==> src/hdl/telt_pkg.sv <==
`timescale 1ns / 1ps
// ----------------------------------------------------------------------------
// telt_pkg
// Types and constants shared by the timed eviction lookaside table.
// ----------------------------------------------------------------------------
package telt_pkg;

    // field widths of the data words
    localparam int OP_W     = 2;
    localparam int GROUP_W  = 16;
    localparam int PATH_W   = 32;
    localparam int HANDLE_W = 32;
    localparam int DIM_W    = 15;
    localparam int TIME_W   = 16;

    // configuration port
    localparam int APB_AW = 3;
    localparam int APB_DW = 32;

    // register index, taken from paddr[2]
    localparam logic REG_LIFETIME = 1'b0;

    localparam logic [TIME_W-1:0] LIFETIME_RST = 16'd1000;

    typedef enum logic [OP_W-1:0] {
        OP_BURY      = 2'd0,
        OP_TICK      = 2'd1,
        OP_RESURRECT = 2'd2,
        OP_NOP       = 2'd3
    } t_opcode;

    typedef enum logic [2:0] {
        S_IDLE,
        S_TICK_RD,
        S_TICK_EV,
        S_RES_RD,
        S_RES_EV,
        S_RES_WR,
        S_DONE
    } t_state;

    // one table entry as held in the memory
    typedef struct packed {
        logic [GROUP_W-1:0]  group;
        logic [PATH_W-1:0]   path;
        logic [HANDLE_W-1:0] handle;
        logic [DIM_W-1:0]    width;
        logic [DIM_W-1:0]    height;
        logic [TIME_W-1:0]   remaining;
    } t_entry;

endpackage

==> src/hdl/telt_ram.sv <==
`timescale 1ns / 1ps
// ----------------------------------------------------------------------------
// telt_ram
// Entry memory: one write port, one read port with registered read data.
// ----------------------------------------------------------------------------
module telt_ram #(
    parameter int DEPTH = 16,
    parameter int AW    = 4
) (
    input  logic              i_clk,
    input  logic              i_we,
    input  logic [AW-1:0]     i_waddr,
    input  telt_pkg::t_entry  i_wdata,
    input  logic [AW-1:0]     i_raddr,
    output telt_pkg::t_entry  o_rdata
);
    import telt_pkg::*;

    t_entry r_mem [DEPTH];
    t_entry r_rdata;

    // write port
    always_ff @(posedge i_clk) begin
        if (i_we) begin
            r_mem[i_waddr] <= i_wdata;
        end
    end

    // registered read port
    always_ff @(posedge i_clk) begin
        r_rdata <= r_mem[i_raddr];
    end

    assign o_rdata = r_rdata;

endmodule

==> src/hdl/timed_eviction_lookaside_table.sv <==
`timescale 1ns / 1ps
// Bury goes from idle through the done state to the result register; tick and
// resurrect walk the held entries (resurrect up to its first match), a read
// and an evaluate state each, through the registered-read entry memory and
// one shared unit. A stalled result holds the done state. One word at a time:
// the next word is taken once the sequencer is back in idle.
// Reset (synchronous, active low) empties the table and sets lifetime to 1000.
// ----------------------------------------------------------------------------
// timed_eviction_lookaside_table
// TTL table of released images keyed by group and path id, with expiry on
// tick and remove-by-key with last-entry backfill.
// ----------------------------------------------------------------------------
module timed_eviction_lookaside_table #(
    parameter int DEPTH = 16
) (
    input  logic                                i_clk,
    input  logic                                i_rst_n,

    // input channel
    input  logic                                i_in_valid,
    output logic                                o_in_stall,
    input  logic [telt_pkg::OP_W-1:0]           i_opcode,
    input  logic [telt_pkg::GROUP_W-1:0]        i_group_id,
    input  logic [telt_pkg::PATH_W-1:0]         i_path_id,
    input  logic [telt_pkg::HANDLE_W-1:0]       i_image_handle,
    input  logic [telt_pkg::DIM_W-1:0]          i_image_width,
    input  logic [telt_pkg::DIM_W-1:0]          i_image_height,
    input  logic [telt_pkg::TIME_W-1:0]         i_elapsed_ms,

    // result channel
    output logic                                o_out_valid,
    input  logic                                i_out_stall,
    output logic                                o_accepted,
    output logic [telt_pkg::HANDLE_W-1:0]       o_found_handle,
    output logic [telt_pkg::DIM_W-1:0]          o_found_width,
    output logic [telt_pkg::DIM_W-1:0]          o_found_height,
    output logic [$clog2(DEPTH+1)-1:0]          o_expired_count,
    output logic [$clog2(DEPTH+1)-1:0]          o_live_count,

    // configuration port
    input  logic                                psel,
    input  logic                                penable,
    input  logic                                pwrite,
    input  logic [telt_pkg::APB_AW-1:0]         paddr,
    input  logic [telt_pkg::APB_DW-1:0]         pwdata,
    output logic [telt_pkg::APB_DW-1:0]         prdata,
    output logic                                pready
);
    import telt_pkg::*;

    localparam int CW = $clog2(DEPTH + 1);
    localparam int AW = (DEPTH > 1) ? $clog2(DEPTH) : 1;
    localparam logic [CW-1:0] FULL = CW'(DEPTH);

    t_state r_state, n_state;

    logic [TIME_W-1:0]   r_lifetime;
    logic [CW-1:0]       r_count, n_count;
    logic [CW-1:0]       r_idx, n_idx;
    logic [CW-1:0]       r_keep, n_keep;
    logic [CW-1:0]       r_exp, n_exp;
    logic [GROUP_W-1:0]  r_grp, n_grp;
    logic [PATH_W-1:0]   r_path, n_path;
    logic [TIME_W-1:0]   r_elapsed, n_elapsed;

    logic                r_res_acc, n_res_acc;
    logic [HANDLE_W-1:0] r_res_handle, n_res_handle;
    logic [DIM_W-1:0]    r_res_w, n_res_w;
    logic [DIM_W-1:0]    r_res_h, n_res_h;
    logic [CW-1:0]       r_res_exp, n_res_exp;

    logic                r_out_valid, n_out_valid;
    logic                r_out_acc, n_out_acc;
    logic [HANDLE_W-1:0] r_out_handle, n_out_handle;
    logic [DIM_W-1:0]    r_out_w, n_out_w;
    logic [DIM_W-1:0]    r_out_h, n_out_h;
    logic [CW-1:0]       r_out_exp, n_out_exp;
    logic [CW-1:0]       r_out_live, n_out_live;

    logic                mem_we;
    logic [AW-1:0]       mem_waddr;
    t_entry              mem_wdata;
    logic [AW-1:0]       mem_raddr;
    t_entry              rd_data;
    t_entry              aged;

    logic                in_fire;
    logic                out_free;
    logic                cfg_wr;
    logic                bury_ok;
    logic                res_ok;
    logic [CW-1:0]       idx_inc;
    logic [CW-1:0]       last_idx;
    logic                last_hit;
    logic [TIME_W:0]     sub;
    logic                survive;
    logic                key_match;

    // handshakes
    assign o_in_stall = !i_rst_n || (r_state != S_IDLE);
    assign in_fire    = i_in_valid && !o_in_stall;
    assign out_free   = !r_out_valid || !i_out_stall;

    // configuration register
    assign pready = 1'b1;
    assign cfg_wr = psel && penable && pwrite && (paddr[2] == REG_LIFETIME);
    assign prdata = (paddr[2] == REG_LIFETIME) ?
                    {{(APB_DW-TIME_W){1'b0}}, r_lifetime} : '0;

    always_ff @(posedge i_clk) begin
        if (!i_rst_n) begin
            r_lifetime <= LIFETIME_RST;
        end else if (cfg_wr) begin
            r_lifetime <= pwdata[TIME_W-1:0];
        end
    end

    // admission checks
    assign bury_ok = (i_path_id != '0) && (r_lifetime != '0) && (r_count != FULL);
    assign res_ok  = (i_path_id != '0) && (r_lifetime != '0) && (r_count != '0);

    // walk position
    assign idx_inc  = r_idx + CW'(1);
    assign last_idx = r_count - CW'(1);
    assign last_hit = (idx_inc == r_count);

    // shared unit: age subtract doubles as the expiry compare; key compare
    assign sub       = {1'b0, rd_data.remaining} - {1'b0, r_elapsed};
    assign survive   = !sub[TIME_W] && (sub[TIME_W-1:0] != '0);
    assign key_match = (rd_data.group == r_grp) && (rd_data.path == r_path);

    always_comb begin
        aged           = rd_data;
        aged.remaining = sub[TIME_W-1:0];
    end

    // next state
    always_comb begin
        n_state = r_state;
        unique case (r_state)
            S_IDLE: begin
                if (in_fire) begin
                    unique case (t_opcode'(i_opcode))
                        OP_TICK:      n_state = (r_count == '0) ? S_DONE : S_TICK_RD;
                        OP_RESURRECT: n_state = res_ok ? S_RES_RD : S_DONE;
                        OP_BURY,
                        OP_NOP:       n_state = S_DONE;
                        default:      n_state = S_DONE;
                    endcase
                end
            end
            S_TICK_RD: n_state = S_TICK_EV;
            S_TICK_EV: n_state = last_hit ? S_DONE : S_TICK_RD;
            S_RES_RD:  n_state = S_RES_EV;
            S_RES_EV: begin
                if (key_match) begin
                    n_state = last_hit ? S_DONE : S_RES_WR;
                end else begin
                    n_state = last_hit ? S_DONE : S_RES_RD;
                end
            end
            S_RES_WR:  n_state = S_DONE;
            S_DONE:    n_state = out_free ? S_IDLE : S_DONE;
            default:   n_state = S_IDLE;
        endcase
    end

    // datapath and memory control
    always_comb begin
        n_count      = r_count;
        n_idx        = r_idx;
        n_keep       = r_keep;
        n_exp        = r_exp;
        n_grp        = r_grp;
        n_path       = r_path;
        n_elapsed    = r_elapsed;
        n_res_acc    = r_res_acc;
        n_res_handle = r_res_handle;
        n_res_w      = r_res_w;
        n_res_h      = r_res_h;
        n_res_exp    = r_res_exp;
        mem_we       = 1'b0;
        mem_waddr    = r_idx[AW-1:0];
        mem_wdata    = rd_data;
        mem_raddr    = r_idx[AW-1:0];

        unique case (r_state)
            S_IDLE: begin
                if (in_fire) begin
                    n_grp        = i_group_id;
                    n_path       = i_path_id;
                    n_elapsed    = i_elapsed_ms;
                    n_idx        = '0;
                    n_keep       = '0;
                    n_exp        = '0;
                    n_res_acc    = 1'b0;
                    n_res_handle = '0;
                    n_res_w      = '0;
                    n_res_h      = '0;
                    n_res_exp    = '0;
                    if (t_opcode'(i_opcode) == OP_TICK) begin
                        n_res_acc = 1'b1;
                    end
                    // append at the end of the table
                    if ((t_opcode'(i_opcode) == OP_BURY) && bury_ok) begin
                        mem_we    = 1'b1;
                        mem_waddr = r_count[AW-1:0];
                        mem_wdata = '{group:     i_group_id,
                                      path:      i_path_id,
                                      handle:    i_image_handle,
                                      width:     i_image_width,
                                      height:    i_image_height,
                                      remaining: r_lifetime};
                        n_count   = r_count + CW'(1);
                        n_res_acc = 1'b1;
                    end
                end
            end
            S_TICK_EV: begin
                // survivors compact down to the keep position
                if (survive) begin
                    mem_we    = 1'b1;
                    mem_waddr = r_keep[AW-1:0];
                    mem_wdata = aged;
                    n_keep    = r_keep + CW'(1);
                end else begin
                    n_exp = r_exp + CW'(1);
                end
                n_idx = idx_inc;
                if (last_hit) begin
                    n_count   = n_keep;
                    n_res_exp = n_exp;
                end
            end
            S_RES_EV: begin
                // fetch the last entry in case it backfills this slot
                mem_raddr = last_idx[AW-1:0];
                if (key_match) begin
                    n_res_acc    = 1'b1;
                    n_res_handle = rd_data.handle;
                    n_res_w      = rd_data.width;
                    n_res_h      = rd_data.height;
                    if (last_hit) begin
                        n_count = last_idx;
                    end
                end else begin
                    n_idx = idx_inc;
                end
            end
            S_RES_WR: begin
                mem_we    = 1'b1;
                mem_waddr = r_idx[AW-1:0];
                mem_wdata = rd_data;
                n_count   = last_idx;
            end
            S_TICK_RD,
            S_RES_RD,
            S_DONE: begin
            end
            default: begin
            end
        endcase
    end

    // result register
    always_comb begin
        n_out_valid  = r_out_valid;
        n_out_acc    = r_out_acc;
        n_out_handle = r_out_handle;
        n_out_w      = r_out_w;
        n_out_h      = r_out_h;
        n_out_exp    = r_out_exp;
        n_out_live   = r_out_live;
        if (r_out_valid && !i_out_stall) begin
            n_out_valid = 1'b0;
        end
        if ((r_state == S_DONE) && out_free) begin
            n_out_valid  = 1'b1;
            n_out_acc    = r_res_acc;
            n_out_handle = r_res_handle;
            n_out_w      = r_res_w;
            n_out_h      = r_res_h;
            n_out_exp    = r_res_exp;
            n_out_live   = r_count;
        end
    end

    // control registers
    always_ff @(posedge i_clk) begin
        if (!i_rst_n) begin
            r_state     <= S_IDLE;
            r_count     <= '0;
            r_out_valid <= 1'b0;
        end else begin
            r_state     <= n_state;
            r_count     <= n_count;
            r_out_valid <= n_out_valid;
        end
    end

    // payload registers
    always_ff @(posedge i_clk) begin
        r_idx        <= n_idx;
        r_keep       <= n_keep;
        r_exp        <= n_exp;
        r_grp        <= n_grp;
        r_path       <= n_path;
        r_elapsed    <= n_elapsed;
        r_res_acc    <= n_res_acc;
        r_res_handle <= n_res_handle;
        r_res_w      <= n_res_w;
        r_res_h      <= n_res_h;
        r_res_exp    <= n_res_exp;
        r_out_acc    <= n_out_acc;
        r_out_handle <= n_out_handle;
        r_out_w      <= n_out_w;
        r_out_h      <= n_out_h;
        r_out_exp    <= n_out_exp;
        r_out_live   <= n_out_live;
    end

    // entry memory
    telt_ram #(
        .DEPTH (DEPTH),
        .AW    (AW)
    ) u_ram (
        .i_clk   (i_clk),
        .i_we    (mem_we),
        .i_waddr (mem_waddr),
        .i_wdata (mem_wdata),
        .i_raddr (mem_raddr),
        .o_rdata (rd_data)
    );

    assign o_out_valid     = r_out_valid;
    assign o_accepted      = r_out_acc;
    assign o_found_handle  = r_out_handle;
    assign o_found_width   = r_out_w;
    assign o_found_height  = r_out_h;
    assign o_expired_count = r_out_exp;
    assign o_live_count    = r_out_live;

endmodule

==> config.mk <==
export PLATFORM = sky130hd
export DESIGN_NAME = timed_eviction_lookaside_table
export DESIGN_NICKNAME = d
export VERILOG_FILES = /design/src/hdl/telt_pkg.sv /design/src/hdl/telt_ram.sv /design/src/hdl/timed_eviction_lookaside_table.sv
export SDC_FILE = /design/constraint.sdc
export NUM_CORES = 2
export LEC_CHECK = 0
export BUFFER_PORTS_ARGS = -buffer_cell sky130_fd_sc_hd__buf_2
export CAP_MARGIN = 20
export CORE_MARGIN = 4
export CORE_UTILIZATION = 64
export CTS_BUF_LIST = sky130_fd_sc_hd__clkbuf_8
export CTS_CLUSTER_DIAMETER = 30
export DETAILED_ROUTE_END_ITERATION = 12
export PLACE_DENSITY = 0.82
export RECOVER_POWER = 25
export SLEW_MARGIN = 20
export SYNTH_ARGS = -nofsm -noshare
export SYNTH_HDL_FRONTEND = slang
export SYNTH_SLANG_ARGS = --single-unit
==> constraint.sdc <==
create_clock -name i_clk -period 19.3 [get_ports i_clk]
set_input_delay 0.965 -clock i_clk [delete_from_list [all_inputs] [get_ports i_clk]]
set_output_delay 0.965 -clock i_clk [all_outputs]
set_load 0.005 [all_outputs]
Word level (Yosys, flattened, before mapping)
Memory sizes are Yosys's and may differ from the RTL's. A register that Yosys moved wholly into a read port is not among the register bits.
Cells that the tools add are included.

operators by class
  equal/unequal tests = 19
  reduce and logical (&&, ||, !) cells = 39
  $add $sub $neg = 6
  muxes and demuxes = 56
  bitwise logic cells = 1

operator list
  cell                                          number
  two-way mux 126 bit                           2
  one-hot mux 126 bit (2 select lines)          1
  two-way mux 32 bit                            2
  one-hot mux 32 bit (2 select lines)           1
  one-hot mux 15 bit (2 select lines)           2
  two-way mux 5 bit                             10
  two-way mux 15 bit                            3
  == test 32 bit                                1
  two-way mux 16 bit                            2
  nonzero test 16 bit                           2
  nonzero test 32 bit                           1
  one-hot mux 5 bit (2 select lines)            3
  two-way mux 3 bit                             7
  one-hot mux 3 bit (7 select lines)            1
  adder 5 x 1 -> 5 bit, second input constant   4
  one-hot mux 5 bit (4 select lines)            1
  subtractor 16 x 16 -> 17 bit                  1
  == test 16 bit                                1
  two-way mux 4 bit                             4
  one-hot mux 5 bit (3 select lines)            1
  logical AND 1 bit                             12
  inequality test 2 bit, second input constant  6
  two-way mux 1 bit                             11
  == test 3 bit, second input constant          3
  other kinds (26)                              39

word-level totals
  register bits = 245
  memories kept = 1
  memory bits (writable) = 2016
  output and inout bits = 108
  bits of input ports = 170
  word-level logic and storage cells = 143

memories
  memory       depth  width  read ports  clocked after Yosys merged registers in  wr ports  RTL line        source
  u_ram.r_mem  16     126    1           1                                        1         telt_ram.sv:19  t_entry r_mem [DEPTH];

Longest topological paths before layout
  depth after elaboration = 9
  depth in mapped cells = 15
  depth with buffers taken out = 13

Modules after synthesis
Synthesis repeated with hierarchy kept, for this count alone.

second synthesis, totals
  cell total of the unflattened synthesis = 4334
  area, all modules = 90839.6 um2

by module, submodules not included
  module                          area an instance (um2)  cells an instance  times used  sequential area each (um2)
  telt_ram                        78203.8                 3304               1           63060.5
  timed_eviction_lookaside_table  12635.9                 1030               1           7106.8

Worst setup path after synthesis
OpenSTA, ideal clock, no wires.

  path kind = register to register
  start = reg r_state[0]
  end = mem u_ram.r_mem[5][0] (netlist bit) (enable)
  arrival = 16151 ps
  stages on the path, launching flop included = 13
  period minus slack after synthesis = 17070 ps
  buffers on the path = 3
  path slack = 2230 ps
  required time = 18381 ps
  library setup time = 919 ps
  cells stage by stage = dfxtp_1 clkbuf_1 or2_2 clkbuf_1 nor2_1 and3_1 and2_1 buf_2 mux2i_1 a2bb2oi_1 o211ai_1 or4b_1 nor4_1

on the way
  longest elaborated chain between the ends = 8
  elaborated cells on any way between the ends = 13
  classes of those cells = 2 x eq/ne; 6 x mux; 5 x reduce/logical

RTL lines
  element                                  RTL line                               source
  from (decl)                              timed_eviction_lookaside_table.sv:55   t_state r_state, n_state;
  from (signal assigned)                   timed_eviction_lookaside_table.sv:295  r_state <= n_state;
  nonzero test 3 bit                       timed_eviction_lookaside_table.sv:100  assign o_in_stall = !i_rst_n || (r_state != S_IDLE);
  logical OR 1 bit                         timed_eviction_lookaside_table.sv:100
  logical NOT 1 bit                        timed_eviction_lookaside_table.sv:101  assign in_fire = i_in_valid && !o_in_stall;
  logical AND 1 bit                        timed_eviction_lookaside_table.sv:101
  two-way mux 1 bit                        timed_eviction_lookaside_table.sv:189  if (in_fire) begin
  one-hot mux 1 bit (3 select lines)       timed_eviction_lookaside_table.sv:187  unique case (r_state)
  two-way mux 1 bit                        telt_ram.sv:24                         if (i_we) begin
  two-way mux 1 bit (not written as such)  telt_ram.sv:25                         r_mem[i_waddr] <= i_wdata;
  to (decl)                                telt_ram.sv:19

Parallel ways exist; a longest one is shown, timed or not.

Worst setup path in the final report
  start = reg r_state[0]
  end = mem u_ram.r_mem[7][98] (netlist bit) (enable)

The elaborated chain is that of the path after synthesis.

==> impl_metrics.toml <==
[critical_path]
end_kind = "register"
cpMaxStageDelayCell = "and2_0"
path_class = "register to register"
reg2reg_depth = 11
rr_endpoint = "u_ram.r_mem[7][98]$_DFFE_PP_"
path_max_fanout = 55
start_kind = "register"
rrSetupSlack_ns = 8.64
cpPeakStageDelay_ns = 3.60
crit_buf_inv = 2
required_ns = 19.94
worstPathArrival_ns = 11.30
cp_cell_sequence = "or2_0 -> nor2_1 -> and3_1 -> and2_0 -> mux2i_1 -> a2bb2oi_1 -> o211ai_1 -> or4b_1 -> nor2_4 -> buf_4 -> buf_4"
critPathTopFamily = "simple AND/OR/NAND/NOR gates"
crit_top_cell = "buf_4"
r2r-start = "r_state[0]$_SDFFE_PN0P_"

[clock_network]
cts_made_buffers = 435
insertion_delay_ns = 1.10
postCtsSetupBuffers = 0
clock_sink_count = 2387
clk_path_buf_depth = 4
clkTransAtPathRegs_ns = 0.06
cts_htree_levels = 5
root_buffer = "clkbuf_8"
cts_tree = "yes"

[layout]
fin_nets = 7545
syn_to_final_growth_pct = 12.4
fin_util = 0.724
drive_gt1_frac = 0.126

[yosys]
synth.most_common_cell = "edfxtp_1"
syn-cell-area_mm2 = 0.0940
synth-warning-count = 0
synthArstFlopShare = 0
yosysTopAreaCell = "edfxtp_1"
syn_avg_cell_area_um2 = 13.3
dominantRegCellSynth = "edfxtp_1"
yosys_register_bits = 2387
ys_seq_area_frac = 0.746
synth_edf_count = 2236
syn_inst = 7056
yosysUniqueCellTypes = 74
synth_top_area_frac = 0.714
synthTopCellsByCount = "2236 x edfxtp_1, 2098 x nand2_1, 525 x nand3_1"
synthTopCellsByArea = "edfxtp_1 71%, nand2_1 8.4%, a311oi_1 3.5%, dfxtp_1 3.2%, nand3_1 2.8%"

[hold_path]
holdCritStartpoint = "i_group_id[4]"
min_to = "r_grp[4]$_DFFE_PP_"
holdPathStages = 1
hp-class = "primary input to register"

[global_route]
grt_overflow_total = 0
antenna_found_initial = 9
grt_usage = 0.303
grt_pass1_vias = 60200
grt_max_degree = 217
grt_first_pass_wirelength_um = 353000

[die]
io_pins = 278
initial_core_util = 0.644
die_y_um = 391
std_cell_rows = 140
core_area_mm2 = 0.146
die_x_um = 391
dieArea_mm2 = 0.153

[sta]
finClkSkew_ns = 0.123
period_minus_slack_ns = 10.66
slew_headroom = -2.26
fin_crit_sh = 0.552
max_freq_ghz = 0.0938
fin_ws_ns = 8.64
rsz0062_at_grt = "no"
drv_slew = 328
hold_violations = 0
worstMarginPinSlew_ns = 4.89
setup_tns_ns = 0
setup_viol = 0

[pwr]
p_comb_frac = 0.342
swShare = 0.373
p_sw_mw = 6.88
power_frac_clock = 0.261
ir_drop_mv = 0.241
power.internal_mw = 11.6
power_leakage_nw = 37.2
power_density_mw_per_mm2 = 175
p_seq_frac = 0.398

[routing]
ant_nets = 0
dr.pass1.iters = 6
drt_iter0_drc = 8816
vias = 62200
wire_per_inst_um = 24.6
viasPerCell = 6.46
drc_errors = 0
wl_um = 237000

[placed_design]
gp_congestion = 0.864
post-place-ws_ns = 11.41
port_buffers = 242
hpwlAfterDp_um = 112000

[run_status]
status = "complete, but fails checks"
violations = "max-capacitance violations, max-slew violations"

[run]
max_cap_viol_count = 7
area by class of cell:
type / instances / area, um^2
Clock inverter: 312 / 2410
Clock buffer: 474 / 6520
Antenna cell: 9 / 22.5
Inverter: 31 / 116
Sequential cell: 2387 / 70200
Timing Repair Buffer: 339 / 1950
Multi-Input combinational cell: 4155 / 22100
Tap cell: 1917 / 2400
Fill cell: 8567 / 40200
layout by cell type (no fill, tap or decap), types with 13 or more instances in the layout:
cell type | synthesis | final
a311oi_1 | 379 | 379
clkinv_4 | 0 | 18
clkinv_2 | 0 | 71
bufinv_16 | 0 | 35
and3_1 | 317 | 317
clkbuf_8 | 0 | 474
ha_1 | 25 | 25
clkinvlp_4 | 0 | 31
buf_2 | 4 | 126
nor2_1 | 53 | 40
nand3_1 | 525 | 525
edfxtp_1 | 2236 | 2236
nand2_1 | 2098 | 2098
inv_1 | 31 | 141
clkbuf_1 | 465 | 122
buf_12 | 0 | 15
o21ai_0 | 20 | 18
buf_4 | 18 | 71
nor2_4 | 0 | 13
nor4_1 | 23 | 20
nand4_1 | 21 | 21
o22ai_1 | 21 | 21
dfxtp_1 | 151 | 150
a31oi_1 | 134 | 133
mux2_1 | 0 | 47
xnor2_1 | 57 | 57
mux2_2 | 123 | 76
a21oi_1 | 170 | 159
nor2b_1 | 22 | 23
conb_1 | 2 | 17
clkinv_1 | 0 | 42
flip-flops by register name, summed over array words and instances (netlist names), 16 cells and up:
name            count
r_grp              16
o_found_handle     32
u_ram.o_rdata     126
r_elapsed          16
r_res_handle       32
r_path             32
r_lifetime         16
u_ram.r_mem      2016
kinds of logic (layout without fill, tap and decap cells):
logic type,count (synthesis),in the layout,synth area share
buffers and inverters,529,1156,0.0220
muxes,131,131,0.0156
DFF,2387,2387,0.746
AOI/OAI and AO/OA,817,817,0.0641
and+or+nand+nor,3097,3097,0.142
other,2,26,0.0000799
xor gates and xnor gates,67,67,0.00624
adders and majority gates,26,26,0.00354
per-layer routing:
| metal | part of all wire | wire length, um | GRT usage | vias to the layer above |
|---|---|---|---|---|
| met4 | 0.039 | 9260 | 0.137 | 0 |
| met1 | 0.37 | 87500 | 0.417 | 30300 |
| met2 | 0.48 | 113000 | 0.480 | 4469 |
| li1 | - | - | - | 26800 |
| met3 | 0.12 | 27200 | 0.0532 | 623 |
| met5 | 0 | 0 | 0 | - |
stage by stage:
stage          area, um^2  std cells  total power, mW  hold slack [ns]
6_report           106000       9624             18.5           0.0836
5_1_grt            106000       9620             19.3           0.0353
2_1_floorplan       94100       7071             11.7            0.400
3_5_place_dp        96900       8827             13.5            0.405
4_1_cts            106000       9614             18.4          0.00112
3_3_place_gp        96800       8825             13.3            0.402
worst max-delay path by stage:
stage / depth (start not counted) / end / start / slack, ns
after floorplan: 12 / u_ram.r_mem[5][0]$_DFFE_PP_ / r_state[0]$_SDFFE_PN0P_ / 2.23
after global placement: 13 / u_ram.r_mem[7][97]$_DFFE_PP_ / i_path_id[17] / 11.00
after detailed placement: 13 / u_ram.r_mem[7][97]$_DFFE_PP_ / i_path_id[17] / 11.41
after CTS: 14 / u_ram.r_mem[6][73]$_DFFE_PP_ / r_elapsed[4]$_DFFE_PP_ / 11.93
after global routing: 11 / u_ram.r_mem[7][70]$_DFFE_PP_ / r_state[0]$_SDFFE_PN0P_ / 8.33
final: 11 / u_ram.r_mem[7][98]$_DFFE_PP_ / r_state[0]$_SDFFE_PN0P_ / 8.64
power by group through the flow:
stage | logic, mW | clock network, mW | registers [mW]
6_report | 6.31 | 4.82 | 7.35
5_1_grt | 6.82 | 5.11 | 7.38
3_5_place_dp | 6.12 | 0 | 7.42
4_1_cts | 6.20 | 4.85 | 7.33
3_3_place_gp | 5.90 | 0 | 7.40
2_1_floorplan | 4.37 | 0 | 7.36
what timing repair did:
item,4_1_cts,5_1_grt
endpoints found under the hold margin,1,0
gates resized for setup,0,0
hold buffers,1,0
(Power assumes the default switching activity.)
